==> src/rtl/dmrsc_pkg.sv <==
// shared types, codes and tables for the dual motor ramp and steer controller
package dmrsc_pkg;

  // command modes
  localparam logic [2:0] MODE_STRAIGHT = 3'd0;
  localparam logic [2:0] MODE_LEFT     = 3'd1;
  localparam logic [2:0] MODE_RIGHT    = 3'd2;
  localparam logic [2:0] MODE_BACK     = 3'd3;
  localparam logic [2:0] MODE_WAIT     = 3'd4;

  // register indexes on the configuration port
  localparam logic [2:0] REG_RAMP_INTERVAL = 3'd0;
  localparam logic [2:0] REG_MIN_SPEED     = 3'd1;
  localparam logic [2:0] REG_STEP_STRAIGHT = 3'd2;
  localparam logic [2:0] REG_STEP_ROTATE   = 3'd3;
  localparam logic [2:0] REG_STEP_BACK     = 3'd4;
  localparam logic [2:0] REG_SPEED_DIV     = 3'd5;

  // register reset values
  localparam logic [15:0] RAMP_INTERVAL_RST = 16'd20;
  localparam logic [7:0]  MIN_SPEED_RST     = 8'd0;
  localparam logic [7:0]  STEP_RST          = 8'd5;
  localparam logic [7:0]  SPEED_DIV_RST     = 8'd1;

  // speed and delta knee below which no wheel is slowed
  localparam logic [7:0] SLOW_KNEE = 8'd10;

  // shared divider operand width
  localparam int DIV_W = 12;

  typedef struct packed {
    logic              start;
    logic [DIV_W-1:0]  dividend;
    logic [DIV_W-1:0]  divisor;
  } div_req_t;

  typedef struct packed {
    logic              done;
    logic [DIV_W-1:0]  quotient;
  } div_rsp_t;

  // bridge direction bits {right_in1, right_in2, left_in1, left_in2}
  function automatic logic [3:0] dir_bits(input logic [1:0] mode);
    logic [3:0] bits;
    case (mode)
      MODE_STRAIGHT[1:0]: bits = 4'b1001;
      MODE_LEFT[1:0]:     bits = 4'b0101;
      MODE_RIGHT[1:0]:    bits = 4'b1010;
      default:            bits = 4'b0110;
    endcase
    return bits;
  endfunction

endpackage

==> src/rtl/dmrsc_div.sv <==
// restoring unsigned divider, one quotient bit per cycle
module dmrsc_div (
  input  logic                clk,
  input  logic                rst_n,
  input  dmrsc_pkg::div_req_t req,
  output dmrsc_pkg::div_rsp_t rsp
);

  localparam int W    = dmrsc_pkg::DIV_W;
  localparam int CntW = $clog2(W);
  localparam logic [CntW-1:0] LastStep = CntW'(W - 1);

  logic            busy_r, busy_nxt;
  logic            done_r, done_nxt;
  logic [CntW-1:0] cnt_r, cnt_nxt;
  logic [W-1:0]    rem_r, rem_nxt;
  logic [W-1:0]    quo_r, quo_nxt;
  logic [W-1:0]    den_r, den_nxt;
  logic [W:0]      rem_shift;
  logic [W:0]      trial;

  // one shift and trial subtract per step
  always_comb begin
    busy_nxt  = busy_r;
    done_nxt  = 1'b0;
    cnt_nxt   = cnt_r;
    rem_nxt   = rem_r;
    quo_nxt   = quo_r;
    den_nxt   = den_r;
    rem_shift = {rem_r, quo_r[W-1]};
    trial     = rem_shift - {1'b0, den_r};
    if (req.start) begin
      busy_nxt = 1'b1;
      cnt_nxt  = '0;
      rem_nxt  = '0;
      quo_nxt  = req.dividend;
      den_nxt  = req.divisor;
    end else if (busy_r) begin
      if (!trial[W]) begin
        rem_nxt = trial[W-1:0];
        quo_nxt = {quo_r[W-2:0], 1'b1};
      end else begin
        rem_nxt = rem_shift[W-1:0];
        quo_nxt = {quo_r[W-2:0], 1'b0};
      end
      cnt_nxt = cnt_r + 1'b1;
      if (cnt_r == LastStep) begin
        busy_nxt = 1'b0;
        done_nxt = 1'b1;
      end
    end
  end

  // control state
  always_ff @(posedge clk) begin
    if (!rst_n) begin
      busy_r <= 1'b0;
      done_r <= 1'b0;
      cnt_r  <= '0;
    end else begin
      busy_r <= busy_nxt;
      done_r <= done_nxt;
      cnt_r  <= cnt_nxt;
    end
  end

  // datapath
  always_ff @(posedge clk) begin
    rem_r <= rem_nxt;
    quo_r <= quo_nxt;
    den_r <= den_nxt;
  end

  assign rsp.done     = done_r;
  assign rsp.quotient = quo_r;

endmodule

==> src/rtl/dual_motor_ramp_steer_controller_core.sv <==
// Dual motor ramp and steer controller: command sequencer over one shared divider.
// Mode entry, idle or plain ramp commands pass EVAL, PINS and OUT after accept, wait or unknown modes
// pass EVAL and OUT; a slowed back ramp adds DIVA, DIVB and APPLY before PINS, and a slowed straight ramp
// adds DIVC as well, running the shared divider twice or three times in series respectively.
// Throughput: one command at a time; in_tready rises with out_tvalid.
// Reset: rst_n synchronous active low; clears registers to defaults, ramp state and outputs.
module dual_motor_ramp_steer_controller_core #(
  parameter int PWM_BITS = 8,
  localparam int OutW = ((5 + 2 * PWM_BITS + 7) / 8) * 8
) (
  input  logic            clk,
  input  logic            rst_n,
  // command stream
  input  logic            in_tvalid,
  output logic            in_tready,
  input  logic [55:0]     in_tdata,    // target_speed[7:0], steer_delta[16:8], now_ms[48:17]
  input  logic [2:0]      in_tuser,    // req_type[2:0]
  // result stream
  output logic            out_tvalid,
  input  logic            out_tready,
  output logic [OutW-1:0] out_tdata,   // motors_enabled, right_in1, right_in2, left_in1,
                                       // left_in2, right_pwm, left_pwm
  // configuration port
  input  logic            cfg_psel,
  input  logic            cfg_penable,
  input  logic            cfg_pwrite,
  input  logic [4:0]      cfg_paddr,
  input  logic [31:0]     cfg_pwdata,
  output logic [31:0]     cfg_prdata,
  output logic            cfg_pready
);

  localparam int W = dmrsc_pkg::DIV_W;
  localparam logic [16:0] PwmMaxW = 17'((1 << PWM_BITS) - 1);

  typedef enum logic [2:0] {
    S_IDLE, S_EVAL, S_DIVA, S_DIVB, S_DIVC, S_APPLY, S_PINS, S_OUT
  } state_t;

  // configuration registers
  logic [15:0] ramp_interval_r;
  logic [7:0]  min_speed_r;
  logic [7:0]  step_straight_r;
  logic [7:0]  step_rotate_r;
  logic [7:0]  step_back_r;
  logic [7:0]  speed_div_r;
  logic        cfg_wr;
  logic [2:0]  cfg_idx;

  assign cfg_pready = 1'b1;
  assign cfg_wr     = cfg_psel && cfg_penable && cfg_pwrite;
  assign cfg_idx    = cfg_paddr[4:2];

  // register writes
  always_ff @(posedge clk) begin
    if (!rst_n) begin
      ramp_interval_r <= dmrsc_pkg::RAMP_INTERVAL_RST;
      min_speed_r     <= dmrsc_pkg::MIN_SPEED_RST;
      step_straight_r <= dmrsc_pkg::STEP_RST;
      step_rotate_r   <= dmrsc_pkg::STEP_RST;
      step_back_r     <= dmrsc_pkg::STEP_RST;
      speed_div_r     <= dmrsc_pkg::SPEED_DIV_RST;
    end else if (cfg_wr) begin
      unique case (cfg_idx)
        dmrsc_pkg::REG_RAMP_INTERVAL: ramp_interval_r <= cfg_pwdata[15:0];
        dmrsc_pkg::REG_MIN_SPEED:     min_speed_r     <= cfg_pwdata[7:0];
        dmrsc_pkg::REG_STEP_STRAIGHT: step_straight_r <= cfg_pwdata[7:0];
        dmrsc_pkg::REG_STEP_ROTATE:   step_rotate_r   <= cfg_pwdata[7:0];
        dmrsc_pkg::REG_STEP_BACK:     step_back_r     <= cfg_pwdata[7:0];
        dmrsc_pkg::REG_SPEED_DIV:     speed_div_r     <= cfg_pwdata[7:0];
        default: ;
      endcase
    end
  end

  // register reads
  always_comb begin
    unique case (cfg_idx)
      dmrsc_pkg::REG_RAMP_INTERVAL: cfg_prdata = {16'd0, ramp_interval_r};
      dmrsc_pkg::REG_MIN_SPEED:     cfg_prdata = {24'd0, min_speed_r};
      dmrsc_pkg::REG_STEP_STRAIGHT: cfg_prdata = {24'd0, step_straight_r};
      dmrsc_pkg::REG_STEP_ROTATE:   cfg_prdata = {24'd0, step_rotate_r};
      dmrsc_pkg::REG_STEP_BACK:     cfg_prdata = {24'd0, step_back_r};
      dmrsc_pkg::REG_SPEED_DIV:     cfg_prdata = {24'd0, speed_div_r};
      default:                      cfg_prdata = '0;
    endcase
  end

  // sequencer and ramp state
  state_t             state_r, state_nxt;
  logic [3:0]         mode_started_r, mode_started_nxt;
  logic signed [15:0] lvl1_r, lvl1_nxt;
  logic signed [15:0] lvl2_r, lvl2_nxt;
  logic [31:0]        last_ramp_r, last_ramp_nxt;
  logic [3:0]         pin_dir_r, pin_dir_nxt;
  logic [7:0]         pin_rpwm_r, pin_rpwm_nxt;
  logic [7:0]         pin_lpwm_r, pin_lpwm_nxt;
  logic               out_tvalid_r, out_tvalid_nxt;
  logic [OutW-1:0]    out_tdata_r, out_tdata_nxt;
  logic               div_start_r, div_start_nxt;

  // captured command and intermediate values
  logic [2:0]         mode_r, mode_nxt;
  logic [7:0]         speed_r, speed_nxt;
  logic [8:0]         delta_r, delta_nxt;
  logic [31:0]        now_r, now_nxt;
  logic               enabled_r, enabled_nxt;
  logic [W-1:0]       div_num_r, div_num_nxt;
  logic [W-1:0]       div_den_r, div_den_nxt;
  logic [7:0]         stdiv_r, stdiv_nxt;
  logic [7:0]         red_r, red_nxt;

  dmrsc_pkg::div_req_t div_req;
  dmrsc_pkg::div_rsp_t div_rsp;

  assign div_req.start    = div_start_r;
  assign div_req.dividend = div_num_r;
  assign div_req.divisor  = div_den_r;

  dmrsc_div u_div (
    .clk   (clk),
    .rst_n (rst_n),
    .req   (div_req),
    .rsp   (div_rsp)
  );

  function automatic logic signed [15:0] smin(input logic signed [15:0] a,
                                              input logic signed [15:0] b);
    return (a < b) ? a : b;
  endfunction

  // clamp a level to the pwm range, keep the low byte that the pins carry
  function automatic logic [7:0] sat_pwm(input logic signed [15:0] v);
    logic signed [16:0] vx;
    logic [7:0]         res;
    vx = {v[15], v};
    if (v < 0) res = 8'd0;
    else if (vx > $signed(PwmMaxW)) res = PwmMaxW[7:0];
    else res = v[7:0];
    return res;
  endfunction

  // decoded command values
  logic        mode_ok, rotate, straight, delta_neg, delta_zero, ramp_due, use_slow;
  logic [1:0]  mode_idx;
  logic [8:0]  d_abs;
  logic [7:0]  dm10, step_sel, sd_eff, cap;
  logic [W-1:0] num_a, den_a;
  logic signed [15:0] speed_s, cap_s, capd_s, st_s, stdiv_s, r_lvl, l_lvl;
  logic [OutW-1:0] out_word;

  always_comb begin
    mode_ok    = (mode_r < dmrsc_pkg::MODE_WAIT);
    mode_idx   = mode_r[1:0];
    rotate     = (mode_r == dmrsc_pkg::MODE_LEFT) || (mode_r == dmrsc_pkg::MODE_RIGHT);
    straight   = (mode_r == dmrsc_pkg::MODE_STRAIGHT);
    delta_neg  = delta_r[8];
    delta_zero = (delta_r == 9'd0);
    d_abs      = delta_neg ? (~delta_r + 9'd1) : delta_r;
    ramp_due   = ((now_r - last_ramp_r) >= {16'd0, ramp_interval_r});
    case (mode_r)
      dmrsc_pkg::MODE_STRAIGHT: step_sel = step_straight_r;
      dmrsc_pkg::MODE_BACK:     step_sel = step_back_r;
      default:                  step_sel = step_rotate_r;
    endcase
    // slowed wheel divisor numerator: (d - knee) times 4 straight, 9 back
    use_slow = (speed_r > dmrsc_pkg::SLOW_KNEE) && (d_abs > {1'b0, dmrsc_pkg::SLOW_KNEE});
    dm10     = 8'(d_abs - {1'b0, dmrsc_pkg::SLOW_KNEE});
    if (!use_slow) begin
      num_a = '0;
      den_a = W'(1);
    end else begin
      num_a = straight ? {2'b00, dm10, 2'b00} : ({1'b0, dm10, 3'b000} + {4'd0, dm10});
      den_a = {4'd0, speed_r - dmrsc_pkg::SLOW_KNEE};
    end
    // straight cap reduction divisor
    sd_eff  = (speed_div_r <= 8'd1) ? speed_r : speed_div_r;
    cap     = straight ? (speed_r - red_r) : speed_r;
    speed_s = {8'd0, speed_r};
    cap_s   = {8'd0, cap};
    capd_s  = cap_s - {7'd0, d_abs};
    st_s    = {8'd0, step_sel};
    stdiv_s = {8'd0, stdiv_r};
    r_lvl   = rotate ? lvl1_r : lvl2_r;
    l_lvl   = rotate ? lvl2_r : lvl1_r;
    // result word
    out_word                       = '0;
    out_word[0]                    = enabled_r;
    out_word[1]                    = pin_dir_r[3];
    out_word[2]                    = pin_dir_r[2];
    out_word[3]                    = pin_dir_r[1];
    out_word[4]                    = pin_dir_r[0];
    out_word[5 +: PWM_BITS]        = PWM_BITS'(pin_rpwm_r);
    out_word[5 + PWM_BITS +: PWM_BITS] = PWM_BITS'(pin_lpwm_r);
  end

  // next state
  always_comb begin
    state_nxt        = state_r;
    mode_started_nxt = mode_started_r;
    lvl1_nxt         = lvl1_r;
    lvl2_nxt         = lvl2_r;
    last_ramp_nxt    = last_ramp_r;
    pin_dir_nxt      = pin_dir_r;
    pin_rpwm_nxt     = pin_rpwm_r;
    pin_lpwm_nxt     = pin_lpwm_r;
    out_tvalid_nxt   = out_tvalid_r && !out_tready;
    out_tdata_nxt    = out_tdata_r;
    div_start_nxt    = 1'b0;
    mode_nxt         = mode_r;
    speed_nxt        = speed_r;
    delta_nxt        = delta_r;
    now_nxt          = now_r;
    enabled_nxt      = enabled_r;
    div_num_nxt      = div_num_r;
    div_den_nxt      = div_den_r;
    stdiv_nxt        = stdiv_r;
    red_nxt          = red_r;

    unique case (state_r)
      S_IDLE: begin
        if (in_tvalid) begin
          mode_nxt  = in_tuser;
          speed_nxt = in_tdata[7:0];
          delta_nxt = in_tdata[16:8];
          now_nxt   = in_tdata[48:17];
          state_nxt = S_EVAL;
        end
      end
      S_EVAL: begin
        if (!mode_ok) begin
          // wait or unknown mode: bridges off, pins held
          mode_started_nxt = 4'd0;
          enabled_nxt      = 1'b0;
          state_nxt        = S_OUT;
        end else begin
          enabled_nxt      = 1'b1;
          mode_started_nxt = 4'(1) << mode_idx;
          state_nxt        = S_PINS;
          if (!mode_started_r[mode_idx]) begin
            lvl1_nxt = {8'd0, min_speed_r};
            lvl2_nxt = {8'd0, min_speed_r};
          end else if (ramp_due) begin
            last_ramp_nxt = now_r;
            if (rotate || delta_zero) begin
              lvl1_nxt = smin(lvl1_r + st_s, speed_s);
              lvl2_nxt = smin(lvl2_r + st_s, speed_s);
            end else begin
              div_num_nxt   = num_a;
              div_den_nxt   = den_a;
              div_start_nxt = 1'b1;
              state_nxt     = S_DIVA;
            end
          end
        end
      end
      S_DIVA: begin
        // slow divisor ready, now divide the step by it
        if (div_rsp.done) begin
          div_num_nxt   = {4'd0, step_sel};
          div_den_nxt   = div_rsp.quotient + W'(1);
          div_start_nxt = 1'b1;
          state_nxt     = S_DIVB;
        end
      end
      S_DIVB: begin
        if (div_rsp.done) begin
          stdiv_nxt = div_rsp.quotient[7:0];
          if (straight) begin
            div_num_nxt   = {4'd0, speed_r};
            div_den_nxt   = (sd_eff == 8'd0) ? W'(1) : {4'd0, sd_eff};
            div_start_nxt = 1'b1;
            state_nxt     = S_DIVC;
          end else begin
            red_nxt   = 8'd0;
            state_nxt = S_APPLY;
          end
        end
      end
      S_DIVC: begin
        if (div_rsp.done) begin
          red_nxt   = div_rsp.quotient[7:0];
          state_nxt = S_APPLY;
        end
      end
      S_APPLY: begin
        // slowed wheel takes the divided step and the lower cap
        if (delta_neg) begin
          lvl1_nxt = smin(lvl1_r + stdiv_s, capd_s);
          lvl2_nxt = smin(lvl2_r + st_s, cap_s);
        end else begin
          lvl1_nxt = smin(lvl1_r + st_s, cap_s);
          lvl2_nxt = smin(lvl2_r + stdiv_s, capd_s);
        end
        state_nxt = S_PINS;
      end
      S_PINS: begin
        pin_dir_nxt  = dmrsc_pkg::dir_bits(mode_idx);
        pin_rpwm_nxt = sat_pwm(r_lvl);
        pin_lpwm_nxt = sat_pwm(l_lvl);
        state_nxt    = S_OUT;
      end
      S_OUT: begin
        if (!out_tvalid_r || out_tready) begin
          out_tvalid_nxt = 1'b1;
          out_tdata_nxt  = out_word;
          state_nxt      = S_IDLE;
        end
      end
      default: state_nxt = S_IDLE;
    endcase
  end

  // state and registered outputs
  always_ff @(posedge clk) begin
    if (!rst_n) begin
      state_r        <= S_IDLE;
      mode_started_r <= 4'd0;
      lvl1_r         <= '0;
      lvl2_r         <= '0;
      last_ramp_r    <= '0;
      pin_dir_r      <= 4'd0;
      pin_rpwm_r     <= 8'd0;
      pin_lpwm_r     <= 8'd0;
      out_tvalid_r   <= 1'b0;
      out_tdata_r    <= '0;
      div_start_r    <= 1'b0;
    end else begin
      state_r        <= state_nxt;
      mode_started_r <= mode_started_nxt;
      lvl1_r         <= lvl1_nxt;
      lvl2_r         <= lvl2_nxt;
      last_ramp_r    <= last_ramp_nxt;
      pin_dir_r      <= pin_dir_nxt;
      pin_rpwm_r     <= pin_rpwm_nxt;
      pin_lpwm_r     <= pin_lpwm_nxt;
      out_tvalid_r   <= out_tvalid_nxt;
      out_tdata_r    <= out_tdata_nxt;
      div_start_r    <= div_start_nxt;
    end
  end

  // command and operand registers
  always_ff @(posedge clk) begin
    mode_r    <= mode_nxt;
    speed_r   <= speed_nxt;
    delta_r   <= delta_nxt;
    now_r     <= now_nxt;
    enabled_r <= enabled_nxt;
    div_num_r <= div_num_nxt;
    div_den_r <= div_den_nxt;
    stdiv_r   <= stdiv_nxt;
    red_r     <= red_nxt;
  end

  assign in_tready  = (state_r == S_IDLE);
  assign out_tvalid = out_tvalid_r;
  assign out_tdata  = out_tdata_r;

endmodule

==> config.mk <==
export PLATFORM = sky130hd
export DESIGN_NAME = dual_motor_ramp_steer_controller_core
export DESIGN_NICKNAME = d
export VERILOG_FILES = /design/src/rtl/dmrsc_pkg.sv /design/src/rtl/dmrsc_div.sv /design/src/rtl/dual_motor_ramp_steer_controller_core.sv
export SDC_FILE = /design/constraint.sdc
export NUM_CORES = 1
export LEC_CHECK = 0
export BUFFER_PORTS_ARGS = -buffer_cell sky130_fd_sc_hd__buf_2
export CAP_MARGIN = 15
export CORE_AREA = 2 2 208 210
export DETAILED_ROUTE_END_ITERATION = 12
export DIE_AREA = 0 0 210 212
export HOLD_SLACK_MARGIN = 0.06
export MAX_ROUTING_LAYER = met4
export PLACE_DENSITY_LB_ADDON = 0.1
export SYNTH_ARGS = -nofsm -noshare
export SYNTH_HDL_FRONTEND = slang
export SYNTH_HIERARCHICAL = 1
export SYNTH_SLANG_ARGS = --single-unit
==> constraint.sdc <==
create_clock -name clk -period 5.3 [get_ports clk]
set_clock_uncertainty 0.05 [all_clocks]
set_input_delay 0.265 -clock clk [delete_from_list [all_inputs] [get_ports clk]]
set_output_delay 0.265 -clock clk [all_outputs]
set_load 0.01 [all_outputs]
# ---- After elaboration in Yosys (flattened, before gate mapping)
# Index checks and enable logic that the tools add are counted.
dict set report totals {
  ff_bits 305
  in_bits 103
  output_inout_bits 59
}
dict set report classes {
  add_sub_neg 14
  order_cmp 16
  eq_ne 31
  shifts 1
  mux 87
  bitwise_logic 3
  n_reduce_logical 35
}
# op n
set op_table {}
lappend op_table {{16-bit 2-to-1 mux} 18}
lappend op_table {{12-bit 2-to-1 mux} 19}
lappend op_table {{16-bit case mux with 6 select lines} 1}
lappend op_table {{8-bit 2-to-1 mux} 11}
lappend op_table {{12-bit case mux with 3 select lines} 2}
lappend op_table {{16-bit by 9-bit adder with 16-bit output} 4}
lappend op_table {{16-bit by 9-bit < comparator with 1-bit output} 4}
lappend op_table {{16-bit case mux with 2 select lines} 2}
lappend op_table {{32-bit by 16-bit greater-or-equal comparator with 1-bit output} 1}
lappend op_table {{16-bit by 9-bit greater-than comparator with 1-bit output, second input constant} 2}
lappend op_table {{16-bit by 1-bit < comparator with 1-bit output, second input constant} 2}
lappend op_table {{16-bit by 10-bit < comparator with 1-bit output} 2}
lappend op_table {{8-bit case mux with 2 select lines} 2}
lappend op_table {{32-bit subtractor} 1}
lappend op_table {{3-bit 2-to-1 mux} 9}
lappend op_table {{3-bit case mux with 8 select lines} 1}
lappend op_table {{3-bit by 2-bit equality test with 1-bit output, second input constant} 6}
lappend op_table {{3-bit equality test, second input constant} 6}
lappend op_table {{2-bit AND reduction} 9}
lappend op_table {{1-bit 2-to-1 mux} 17}
lappend op_table {{2-bit inequality test, second input constant} 8}
lappend op_table {{8-bit by 4-bit subtractor with 8-bit output, second input constant} 2}
lappend op_table {{13-bit by 12-bit subtractor with 13-bit output} 1}
lappend op_table {{11-bit by 8-bit adder with 12-bit output} 1}
lappend op_table {{38 further kinds} 56}

# ---- Depth between registers and ports, before layout
dict set report depth {
  word_depth 12
  depth_mapped 30
  depth_no_buf 28
}

# ---- By module
# The synthesis kept the hierarchy.
# mod instances cells_each area_each_um2 seq_area_each_um2
set modules_own_cells {}
lappend modules_own_cells {dual_motor_ramp_steer_controller_core 1 2310 19238.5 6195.9}
lappend modules_own_cells {dmrsc_div 1 240 2426.1 1081.0}

# ---- Worst setup path after synthesis
# OpenSTA, ideal clock, no wires.
dict set report synth_timing {
  kind {register to register}
  start {register mode_r[0]}
  end {register lvl2_r[14]}
  setup_ns 0.070
  arrival_time_ns 5.180
  required_time_ns 5.180
  slack_ns 0.000
  path_stages_with_launch 29
  path_buffers 4
  synth_period_minus_slack_ns 5.300
  cell_sequence {edfxtp_1 -> clkbuf_1 -> or3_1 -> clkbuf_1 -> clkbuf_1 -> o22ai_1 -> a21oi_1 -> ha_1 -> inv_1 -> fa_1 -> nor2b_1 -> o21ai_0 -> a21oi_1 -> o21a_1 -> nor2_1 -> o21ai_0 -> nor2b_1 -> nand3_1 -> a21oi_1 -> o2111a_1 -> nand2_1 -> ha_1 -> clkbuf_1 -> o22ai_1 -> nand2_1 -> a21boi_0 -> o31ai_1 -> nand2_1 -> a21oi_1}
}
dict set report synth_via {
  elab_chain_cells 10
  word_cells_on_any_way 29
}
# item line_no
set synth_rtl {}
lappend synth_rtl {{start: declaration} dual_motor_ramp_steer_controller_core.sv:103} ;# logic [2:0] mode_r, mode_nxt;
lappend synth_rtl {{start signal: assignment} dual_motor_ramp_steer_controller_core.sv:345} ;# mode_r <= mode_nxt;
lappend synth_rtl {{3-bit by 2-bit equality test with 1-bit output / 3-bit logical NOT (equally long branches)} {dual_motor_ramp_steer_controller_core.sv:161, dual_motor_ramp_steer_controller_core.sv:156}}
lappend synth_rtl {{8-bit case mux with 2 select lines} dual_motor_ramp_steer_controller_core.sv:161} ;# case (mode_r)
lappend synth_rtl {{16-bit by 9-bit adder with 16-bit output} {dual_motor_ramp_steer_controller_core.sv:247, dual_motor_ramp_steer_controller_core.sv:290}}
lappend synth_rtl {{16-bit by 9-bit < comparator with 1-bit output} dual_motor_ramp_steer_controller_core.sv:129} ;# return (a < b) ? a : b;
lappend synth_rtl {{16-bit 2-to-1 mux} dual_motor_ramp_steer_controller_core.sv:129}
lappend synth_rtl {{16-bit 2-to-1 mux} dual_motor_ramp_steer_controller_core.sv:245} ;# if (rotate || delta_zero) begin
lappend synth_rtl {{16-bit 2-to-1 mux} dual_motor_ramp_steer_controller_core.sv:243} ;# end else if (ramp_due) begin
lappend synth_rtl {{16-bit 2-to-1 mux} dual_motor_ramp_steer_controller_core.sv:240} ;# if (!mode_started_r[mode_idx]) begin
lappend synth_rtl {{16-bit 2-to-1 mux} dual_motor_ramp_steer_controller_core.sv:231} ;# if (!mode_ok) begin
lappend synth_rtl {{16-bit case mux with 2 select lines} dual_motor_ramp_steer_controller_core.sv:220} ;# unique case (state_r)
lappend synth_rtl {{end signal: assignment} dual_motor_ramp_steer_controller_core.sv:332} ;# lvl2_r <= lvl2_nxt;
lappend synth_rtl {{end: declaration} dual_motor_ramp_steer_controller_core.sv:93} ;# logic signed [15:0] lvl2_r, lvl2_nxt;
# Several ways; a longest one is shown, not always the timed one. The select of a mux whose other input is x is not followed.
# A chain may end at the register's enable or synchronous reset.

# ---- Final worst setup path
dict set report layout_timing {
  start {register mode_r[0]}
  end {register lvl1_r[0]}
}
dict set report layout_via {
  elab_chain_cells 10
  word_cells_on_any_way 29
}
# item line_no
set layout_rtl {}
lappend layout_rtl {{3-bit by 2-bit equality test with 1-bit output / 3-bit logical NOT (equally long branches)} {dual_motor_ramp_steer_controller_core.sv:161, dual_motor_ramp_steer_controller_core.sv:156}}
lappend layout_rtl {{8-bit case mux with 2 select lines} dual_motor_ramp_steer_controller_core.sv:161}
lappend layout_rtl {{16-bit by 9-bit adder with 16-bit output} {dual_motor_ramp_steer_controller_core.sv:246, dual_motor_ramp_steer_controller_core.sv:292}}
lappend layout_rtl {{16-bit by 9-bit < comparator with 1-bit output} dual_motor_ramp_steer_controller_core.sv:129}
lappend layout_rtl {{16-bit 2-to-1 mux} dual_motor_ramp_steer_controller_core.sv:129}
lappend layout_rtl {{16-bit 2-to-1 mux} dual_motor_ramp_steer_controller_core.sv:245}
lappend layout_rtl {{16-bit 2-to-1 mux} dual_motor_ramp_steer_controller_core.sv:243}
lappend layout_rtl {{16-bit 2-to-1 mux} dual_motor_ramp_steer_controller_core.sv:240}
lappend layout_rtl {{16-bit 2-to-1 mux} dual_motor_ramp_steer_controller_core.sv:231}
lappend layout_rtl {{16-bit case mux with 2 select lines} dual_motor_ramp_steer_controller_core.sv:220}
lappend layout_rtl {{end signal: assignment} dual_motor_ramp_steer_controller_core.sv:331} ;# lvl1_r <= lvl1_nxt;
lappend layout_rtl {{end: declaration} dual_motor_ramp_steer_controller_core.sv:92} ;# logic signed [15:0] lvl1_r, lvl1_nxt;
# Several ways; a longest one is shown, not always the timed one. The select of a mux whose other input is x is not followed.

==> impl_metrics.toml <==
[logic_synthesis]
synth-seq-cells = 305
ys_types = 97
ys.warnings.count = 6
syn_inst = 2550
synth-seq-area-share = 0.336
synthFlopType = "dfxtp_1"
avgSynthCellArea_sq_um = 8.50
synth.cell_area_sq_um = 21700
synth_edf_count = 117
async_flop_share = 0

[placement]
dp.cells = 3250
io_buffers = 116
gp_congestion = 0.953
hpwl_um = 51100

[global_routing]
grt_pass1_wl_um = 106000
grt_pass1_vias = 19282
grt-ovfl-total = 0
grt_use_total = 0.311
antenna_found_initial = 1
grt_start_max_net_pins = 70

[final_layout]
multi_input_area_sq_um = 13800
final_common_cell = "nand2_1"
final_cell_mix = "nand2_1, nor2_1, a21oi_1, dfxtp_1, buf_4"
fin_util = 0.622
drive_above_1_share = 0.195
n_fill_cell = 3700
area_growth_syn_to_layout_pct = 22.0
final-seq-area_sq_um = 7280
fin_nets = 3116
final_cells = 3412

[clock_network]
clk_path_buf_depth = 3
cts_max_level = 2
tritoncts = "done"
cts_buffers = 38
clockRootBuffer = "clkbuf_16"
clk_latency_ps = 580
clk_pin_slew_ps = 60
cts.sinks = 305

[critical_path]
cpMaxStageDelayCell = "a21oi_1"
crit_fanout = 6
critPathBufInv = 7
cp_cell_sequence = "buf_6 > a21oi_1 > buf_4 > buf_4 > o22ai_1 > a21oi_1 > ha_1 > a21o_1 > a31o_4 > buf_4 > or3_1 > a211oi_2 > buf_4 > nand3b_1 > ha_1 > buf_4 > buf_4 > mux2i_1 > o21ai_0 > a21oi_2 > o31ai_1"
cp-end-kind = "flip-flop"
critical_path_required_ps = 5720
critical_path.max_stage_delay_ps = 750
worstSetupPathType = "reg2reg"
start_kind = "flip-flop"
critPathArrivalTime_ps = 5740
critPathMostFrequentCell = "buf_4"
critPathTopFamily = "compound AO/OA/AOI/OAI gates"

[timing]
tightest_slew_ps = 1200
finalMaxSlewViolations = 0
max_clock_freq_ghz = 0.188
max-slew-margin-rel = 0.198
fin_ws_ps = -23.9
period_needed_ps = 5320
period_share = 1.00
setup_viol = 2
finalHoldViolations = 0
worst_hold_slack_ps = 149
rsz0062_at_grt = "yes"

[detailed_routing]
detail-route-antenna-nets = 0
via_per_inst = 5.91
routedWlPerCell_um = 20.2
drt_pass1_iterations = 6
vias = 20172
routed_wl_um = 68900
drtIter0Drc = 1668
drcViolationCount = 0

[min_path]
hold_class = "in2reg"

[run]
cap_violations = 0

[power]
ir_drop_v = 0.000324
p_leak_nw = 10.8
powerDensity_nw_per_um2 = 536

[floorplan]
dieArea_sq_um = 44500
die_y_um = 212
die_width_um = 210
io_pins = 162
rows = 76
start_util = 0.510
placeableCoreArea_sq_um = 42500

[outcome]
violations = "setup timing"
run_status = "finished, violations left"
-- routing by layer --
metal  vias up  routed length [um]  track usage
met4         0                2360       0.0981
met1      9696               29200        0.380
met3       136                3540       0.0383
met2       617               33800        0.539
met5         -                   0            -
li1       9723                   -            -
-- layout make-up --
cell class	instances	share of cell area
Clock inverter	19	0.00715
Inverter	143	0.0204
Clock buffer	49	0.0399
Sequential cell	305	0.275
Multi-Input combinational cell	1963	0.521
Timing Repair Buffer	386	0.111
Tap cell	546	0.0258
Antenna cell	1	0.0000947
-- registers in the layout (all words and copies together) (netlist names), 16 cells and up --
register	cells
ramp_interval_r	16
lvl2_r	16
now_r	32
out_tdata	21
lvl1_r	16
last_ramp_r	32
-- metrics by stage --
stage / setup TNS, ps / total power [mW] / setup WS [ps] / instance area [sq um]
floorplan: 0 / 7.74 / 0.0195 / 21700
global placement: -247 / 10.2 / -95.4 / 23600
detailed placement: -2100 / 10.3 / -243 / 23600
CTS: 0 / 13.1 / 5.04 / 25600
global route: -4570 / 15.1 / -270 / 26400
finish: -38.2 / 14.2 / -23.9 / 26400
-- synthesized netlist by cell type, types with 6 or more instances --
library cell / count / area share
dfxtp_1: 188 / 0.17
o21a_1: 34 / 0.012
buf_4: 29 / 0.010
a31oi_1: 39 / 0.011
nand3b_1: 6 / 0.0021
o211ai_1: 27 / 0.0094
o21bai_1: 8 / 0.0028
a22oi_1: 9 / 0.0031
a211o_1: 8 / 0.0032
fa_1: 9 / 0.0083
xnor2_1: 68 / 0.027
nand2_1: 265 / 0.046
o21ai_0: 134 / 0.031
a311oi_1: 10 / 0.0040
ha_1: 167 / 0.096
mux2i_1: 109 / 0.050
xor2_1: 51 / 0.021
buf_6: 9 / 0.0047
nor4_1: 8 / 0.0023
and4_1: 6 / 0.0024
edfxtp_1: 117 / 0.16
nor3_1: 42 / 0.0097
nor2_1: 236 / 0.041
a21oi_1: 221 / 0.051
a21o_1: 36 / 0.012
o22ai_1: 37 / 0.011
o21ai_1: 21 / 0.0049
or3_1: 14 / 0.0040
buf_2: 17 / 0.0039
and3_1: 32 / 0.0092
a211oi_1: 28 / 0.0097
o221ai_1: 8 / 0.0032
nand2b_1: 34 / 0.0098
nand3_1: 46 / 0.011
o31ai_1: 19 / 0.0066
buf_1: 11 / 0.0019
nor2b_1: 36 / 0.010
clkbuf_1: 86 / 0.015
inv_1: 142 / 0.025
o211a_1: 6 / 0.0028
and2_1: 15 / 0.0043
mux2_2: 26 / 0.014
or2_2: 7 / 0.0020
nand4_1: 26 / 0.0075
-- cell families after synthesis --
logic type,share of synthesized area
AOI/OAI and AO/OA,0.210
xor gates and xnor gates,0.0481
adders and majority gates,0.105
buffers and inverters,0.0638
DFF,0.336
muxes,0.0660
other,0.000347
and+or+nand+nor,0.171
-- tightest hold or removal path, stage by stage --
cell and delay [ps]:
buf_2 80, nand2b_1 210, a21oi_1 150
-- final timing paths --
| check | slack [ps] | cells past startpoint | from | end |
|---|---|---|---|---|
| setup / recovery | -20 | 21 | mode_r[0] | lvl1_r[0] |
| hold / removal | 150 | 3 | out_tready | out_tvalid |
| setup reg to reg | -20 | 21 | mode_r[0] | lvl1_r[0] |
| hold reg to reg | 370 | 0 | div_den_r[5] | u_div/den_r[5] |
-- repair_timing --
action / 4_1_cts / 5_1_grt
buffers inserted: 1 / 24
pin swaps: 7 / 89
hold buffers: 68 / 0
hold endpoints to repair: 108 / 0
gates resized for setup: 21 / 153
setup endpoints to repair: 30 / 89
gates cloned: 0 / 1
-- where the power goes --
group | total (mW) | leakage, nW | internal [mW] | switching (mW)
clock network | 2.60 | 0.621 | 1.52 | 1.08
registers | 2.96 | 2.60 | 2.74 | 0.229
logic | 8.61 | 7.60 | 3.85 | 4.75
total | 14.2 | 10.8 | 8.10 | 6.06
(Power assumes the default switching activity.)
